**src/rtl/assert_macros.svh**
```systemverilog
// ---------------------------------------------------------------------------
// assert_macros.svh
// Concurrent assertion macros shared by the allocator RTL.
// ---------------------------------------------------------------------------
`ifndef ASSERT_MACROS_SVH
`define ASSERT_MACROS_SVH

// The property must hold at every clock edge outside of reset.
`define GSA_ASSERT_ALWAYS(lbl, clk, rst_n, prop, msg) \
	lbl: assert property (@(posedge clk) disable iff (!(rst_n)) (prop)) else $error(msg);

// Whenever the antecedent holds, the consequent must hold in the same cycle.
`define GSA_ASSERT_IMPL(lbl, clk, rst_n, ante, cons, msg) \
	lbl: assert property (@(posedge clk) disable iff (!(rst_n)) (ante) |-> (cons)) else $error(msg);

`endif

```
**src/rtl/gsa_pkg.sv**
```systemverilog
// ---------------------------------------------------------------------------
// gsa_pkg
// Types and constants shared by the generational slot allocator modules.
// ---------------------------------------------------------------------------
package gsa_pkg;

	localparam int SLOTS_DEF = 1024;
	localparam int SLOT_W    = 10;
	localparam int GEN_W     = 32;
	localparam int ELEM_W    = 11;
	localparam int CMP_W     = 17;
	localparam int QDEPTH    = 2;
	localparam int QPW       = $clog2(QDEPTH);
	localparam int QCW       = $clog2(QDEPTH + 1);

	localparam logic [1:0] KIND_ALLOC  = 2'd0;
	localparam logic [1:0] KIND_FREE   = 2'd1;
	localparam logic [1:0] KIND_LOOKUP = 2'd2;

	localparam logic [1:0] ST_OK    = 2'd0;
	localparam logic [1:0] ST_STALE = 2'd1;
	localparam logic [1:0] ST_FULL  = 2'd2;
	localparam logic [1:0] ST_RANGE = 2'd3;

	typedef enum logic [2:0] {
		OP_ALLOC,
		OP_FREE,
		OP_LOOKUP,
		OP_RANGE,
		OP_NOP
	} op_t;

	typedef struct packed {
		logic [1:0]        kind;
		logic [SLOT_W-1:0] slot_index;
		logic [GEN_W-1:0]  key_generation;
	} req_t;

	typedef struct packed {
		logic [1:0]        status;
		logic [SLOT_W-1:0] out_slot;
		logic [GEN_W-1:0]  out_generation;
		logic [ELEM_W-1:0] element_index;
	} rsp_t;

	typedef struct packed {
		op_t               op;
		logic [SLOT_W-1:0] slot;
		logic [GEN_W-1:0]  key_gen;
	} qent_t;

	typedef struct packed {
		logic  valid;
		qent_t ent;
	} qhead_t;

endpackage

```
**src/rtl/gsa_front.sv**
```systemverilog
// ---------------------------------------------------------------------------
// gsa_front
// Accepts items, classifies them by kind and range, and queues them for the
// execution side.
// ---------------------------------------------------------------------------
`include "assert_macros.svh"

module gsa_front #(
	parameter int SLOTS = gsa_pkg::SLOTS_DEF
) (
	input  logic           clk,
	input  logic           arst_n,
	input  logic           start,
	input  gsa_pkg::req_t  request,
	output logic           busy,
	output gsa_pkg::qhead_t head,
	input  logic           pop
);
	import gsa_pkg::*;

	qent_t            q_mem_q [QDEPTH];
	logic [QPW-1:0]   wptr_q;
	logic [QPW-1:0]   rptr_q;
	logic [QCW-1:0]   cnt_q;
	logic             push;
	logic             do_pop;
	qent_t            ent_d;

	assign busy   = (cnt_q == QCW'(QDEPTH));
	assign push   = start && !busy;
	assign do_pop = pop && (cnt_q != '0);

	always_comb begin
		ent_d.slot    = request.slot_index;
		ent_d.key_gen = request.key_generation;
		case (request.kind)
			KIND_ALLOC: begin
				ent_d.op = OP_ALLOC;
			end
			KIND_FREE, KIND_LOOKUP: begin
				if ({{(CMP_W-SLOT_W){1'b0}}, request.slot_index} >= CMP_W'(SLOTS)) begin
					ent_d.op = OP_RANGE;
				end else if (request.kind == KIND_FREE) begin
					ent_d.op = OP_FREE;
				end else begin
					ent_d.op = OP_LOOKUP;
				end
			end
			default: begin
				ent_d.op = OP_NOP;
			end
		endcase
	end

	always_ff @(posedge clk) begin
		if (push) begin
			q_mem_q[wptr_q] <= ent_d;
		end
	end

	always_ff @(posedge clk or negedge arst_n) begin
		if (!arst_n) begin
			wptr_q <= '0;
			rptr_q <= '0;
			cnt_q  <= '0;
		end else begin
			if (push) begin
				wptr_q <= (wptr_q == QPW'(QDEPTH - 1)) ? '0 : wptr_q + QPW'(1);
			end
			if (do_pop) begin
				rptr_q <= (rptr_q == QPW'(QDEPTH - 1)) ? '0 : rptr_q + QPW'(1);
			end
			case ({push, do_pop})
				2'b10:   cnt_q <= cnt_q + QCW'(1);
				2'b01:   cnt_q <= cnt_q - QCW'(1);
				default: cnt_q <= cnt_q;
			endcase
		end
	end

	assign head.valid = (cnt_q != '0);
	assign head.ent   = q_mem_q[rptr_q];

	`GSA_ASSERT_ALWAYS(a_q_bound, clk, arst_n, cnt_q <= QCW'(QDEPTH), "queue count overflow")

endmodule

```
**config.mk**
```make
export PLATFORM = sky130hd
export DESIGN_NAME = gsa_front
export DESIGN_NICKNAME = d
export VERILOG_FILES = /design/src/rtl/gsa_pkg.sv /design/src/rtl/gsa_front.sv
export VERILOG_INCLUDE_DIRS = /design/src /design/src/rtl
export SDC_FILE = /design/constraint.sdc
export NUM_CORES = 1
export LEC_CHECK = 0
export ABC_CLOCK_PERIOD_IN_PS = 4800
export BUFFER_PORTS_ARGS = -buffer_cell sky130_fd_sc_hd__buf_2
export CORE_MARGIN = 1
export CORE_UTILIZATION = 50
export DETAILED_ROUTE_END_ITERATION = 10
export MAX_ROUTING_LAYER = met4
export PLACE_DENSITY = 0.77
export RECOVER_POWER = 25
export SYNTH_ARGS = -nofsm -noshare
export SYNTH_HDL_FRONTEND = slang
export SYNTH_SLANG_ARGS = --single-unit
```
**constraint.sdc**
```tcl
create_clock -name clk -period 4.8 [get_ports clk]
set_clock_uncertainty 0.2 [all_clocks]
set_input_delay 0.48 -clock clk [delete_from_list [all_inputs] [get_ports clk]]
set_output_delay 0.48 -clock clk [all_outputs]
set_load 0.02 [all_outputs]
```
==> metrics.md <==
| Metric | Value |
|---|---|
| Data arrival, critical path | `2.05 ns` |
| Die X | `roughly 85 µm` |
| Yosys warnings | `0` |
| # DRC | `0` |
| Core box area | `0.00676 mm²` |
| Hold WC Path Type | `input port to flip-flop` |
| Antenna violations before repair | `0` |
| Tightest Pin Transition | `1.06 ns` |
| RSZ-0062 raised after global routing | `false` |
| Share of cells above drive strength 1 | `0.575` |
| Clock Latency Late Sink | `0.35 ns` |
| Die Y | `approximately 85 µm` |
| H-tree levels | `3` |
| Total number of vias | `between 1500 and 2000` |
| Max-cap viol count | `0` |
| Sequential area share after synthesis | `0.805` |
| #FFs+latches synth | `94` |
| PostCTS Resize Cnt | `0` |
| Crit-path max FO | `46` |
| Leakage power | `~1.6 nW` |
| First-pass GRT wire length | `8340 µm` |
| CTS tree | `done` |
| Post-layout minimum cycle time | `~2.7 ns` |
| Register Area | `0.00280 mm²` |
| Worst-case vdd ir drop | `0.357 mV` |
| Sink Count | `94` |
| All-Layer GR Usage | `0.162` |
| Standard-cell rows | `30` |
| Setup_tns | `0 ns` |
| Clk Tree Root Cell | `clkbuf_8` |
| Clock-pin slew on the worst setup and hold paths | `0.09 ns` |
| Vias per Instance | `5.02` |
| Worst-path cell chain | `mux2_2 > buf_2` |
| Drt first pass iters | `4` |
| Starting Density | `0.516` |
| Mapped cell area | `0.00348 mm²` |
| Gpl congestion | `0.662` |
| HPWL after DPL | `3420 µm` |
| Grt ovf | `0` |
| Crit. End Element | `primary output` |
| Post-route ant nets | `0` |
| Cell area after layout | `~0.0042 mm²` |
| Post-synth cell types | `16` |
| Worst setup margin | `just over 2 ns` |
| Largest net degree at the start of global routing | `47` |
| # diodes | `0` |
| Syn_area_per_cell | `21.6 µm²` |
| Pre-CTS setup slack | `2.44 ns` |
| IO Port Bufs | `94` |
| Status | `finished clean` |
| Power density cells | `613 mW/mm²` |
| DR WL/cell | `between 15 and 20 µm` |
| Setup violators final | `0` |
| Critical Path RT | `slightly above 4 ns` |
| Initial DRC Count | `51` |
| CTS Buffer Depth | `2` |
| Post-CTS Setup Repair Bufs | `0` |
| Final Hold Violating Endpoints | `0` |
| Hold Path Stages | `1` |
| Crit start category | `flip-flop` |
| Setup CP Type | `flip-flop to primary output` |
| Die ar. | `0.00730 mm²` |
| Power Total | `0.00258 W` |
| Post-Syn Instances | `between 150 and 200` |
| Final Cycle Share | `0.568` |
| Combined area of the multi-input logic cells | `629 µm²` |
| Syn Nets | `210` |
| # hold bufs at CTS | `1` |
| Number of fill cells in the layout | `506` |
| Num CTS Buffers | `9` |
| R2R depth | `4` |
| Vias in the first global route | `1788` |
| Slew margin rel. | `0.294` |
| Peak Freq | `0.367 GHz` |
| Post-Route WL | `5420 µm` |
| Slew Viols, Final | `0` |
| Final #Nets | `312` |
| Crit path largest cell delay | `about 1.1 ns` |
| Minimum hold slack | `~0.11 ns` |
| CP max stage cell | `dfrtp_2` |
| Area growth syn-to-layout | `21.0%` |
| IO Count | `95` |
| Placed Area | `0.00402 mm²` |
-- final timing paths --
| check | startpoint | to | slack (ns) |
|---|---|---|---|
| worst max-delay path | rptr_q | head[38] | 2.07 |
| worst min-delay path | request[12] | q_mem_q[0][12] | 0.11 |
| worst max register to register | cnt_q[0] | q_mem_q[0][6] | 2.55 |
| worst min register to register | cnt_q[1] | cnt_q[1] | 0.32 |
| max in group asynchronous | arst_n | rptr_q | 4.02 |
| min in group asynchronous | arst_n | cnt_q[0] | 0.25 |
-- report_power, final --
part           internal [W]  leakage, nW  switching (W)
registers           0.00112        0.883       0.000125
logic              0.000352        0.602       0.000471
clock network      0.000240       0.0855       0.000270
-- area by class of cell --
cell class / count / area share
clock buffer: 9 / 0.0294
clock inverter: 7 / 0.0172
inverter: 1 / 0.000890
multi-input combinational: 61 / 0.149
sequential: 94 / 0.665
tap: 80 / 0.0237
timing repair buffer: 96 / 0.114
-- cells in the final DEF, fill, tap and decap left out --
cell	instances
inv_6	1
inv_1	1
buf_2	89
nor2b_1	2
clkbuf_8	9
and2_4	1
mux2_2	45
clkinvlp_4	4
dfrtp_1	3
and2_1	1
nand2_1	1
clkinv_1	1
xor2_1	2
dlygate4sd3_1	1
ha_1	1
edfxtp_1	90
nand2b_1	1
nor2_1	1
dfrtp_2	1
buf_4	1
xnor2_1	3
and3_2	1
clkbuf_1	5
bufinv_16	1
nor2_4	1
or2_1	1
-- per-stage QoR --
step / utilization / cells
floorplan: - / 161
global placement: 0.594 / 331
detailed placement: 0.594 / 331
CTS: 0.625 / 348
global route: 0.624 / 348
finish: 0.624 / 348
-- state kept, by name, indices dropped and copies added (netlist names) --
name,flops
wptr_q,1
cnt_q,2
q_mem_q,90
rptr_q,1
-- kinds of logic (layout without fill, tap and decap cells) --
logic type	Yosys count	in the layout	share of synthesized area
adder cells (fa/ha/maj)	1	1	0.00359
AND/OR/NAND/NOR	10	10	0.0165
buffers and inverters	6	113	0.0172
flip-flops	94	94	0.805
multiplexers	45	45	0.145
XOR/XNOR	5	5	0.0126
-- layer usage --
metal  routed length [µm]  vias to the layer above  global-route usage
met5                    0                        -                   -
met4                  146                        0              0.0924
met3                  330                       13              0.0447
met2                 2600                       77               0.262
met1                 2350                      830               0.183
li1                     -                      828                   -
-- critical path, delay by kind of cell (launching register included) --
family / cells / cell delay [ns]
buf+inv: 1 / 0.16
flops: 1 / 1.07
mux: 1 / 0.43
-- synthesized netlist by cell type (all sizes together) --
master	n	area [µm²]
xor2	2	17.5
buf	5	56.3
nand2b	1	6.26
nand2	1	3.75
edfxtp	90	2700
xnor2	3	26.3
or2	1	6.26
nor2	2	7.51
mux2	45	507
dfrtp	4	100
and3	1	6.26
and2	2	15.0
nor2b	2	12.5
ha	1	12.5
inv	1	3.75
No activity file was read; power rests on OpenSTA's default activity.
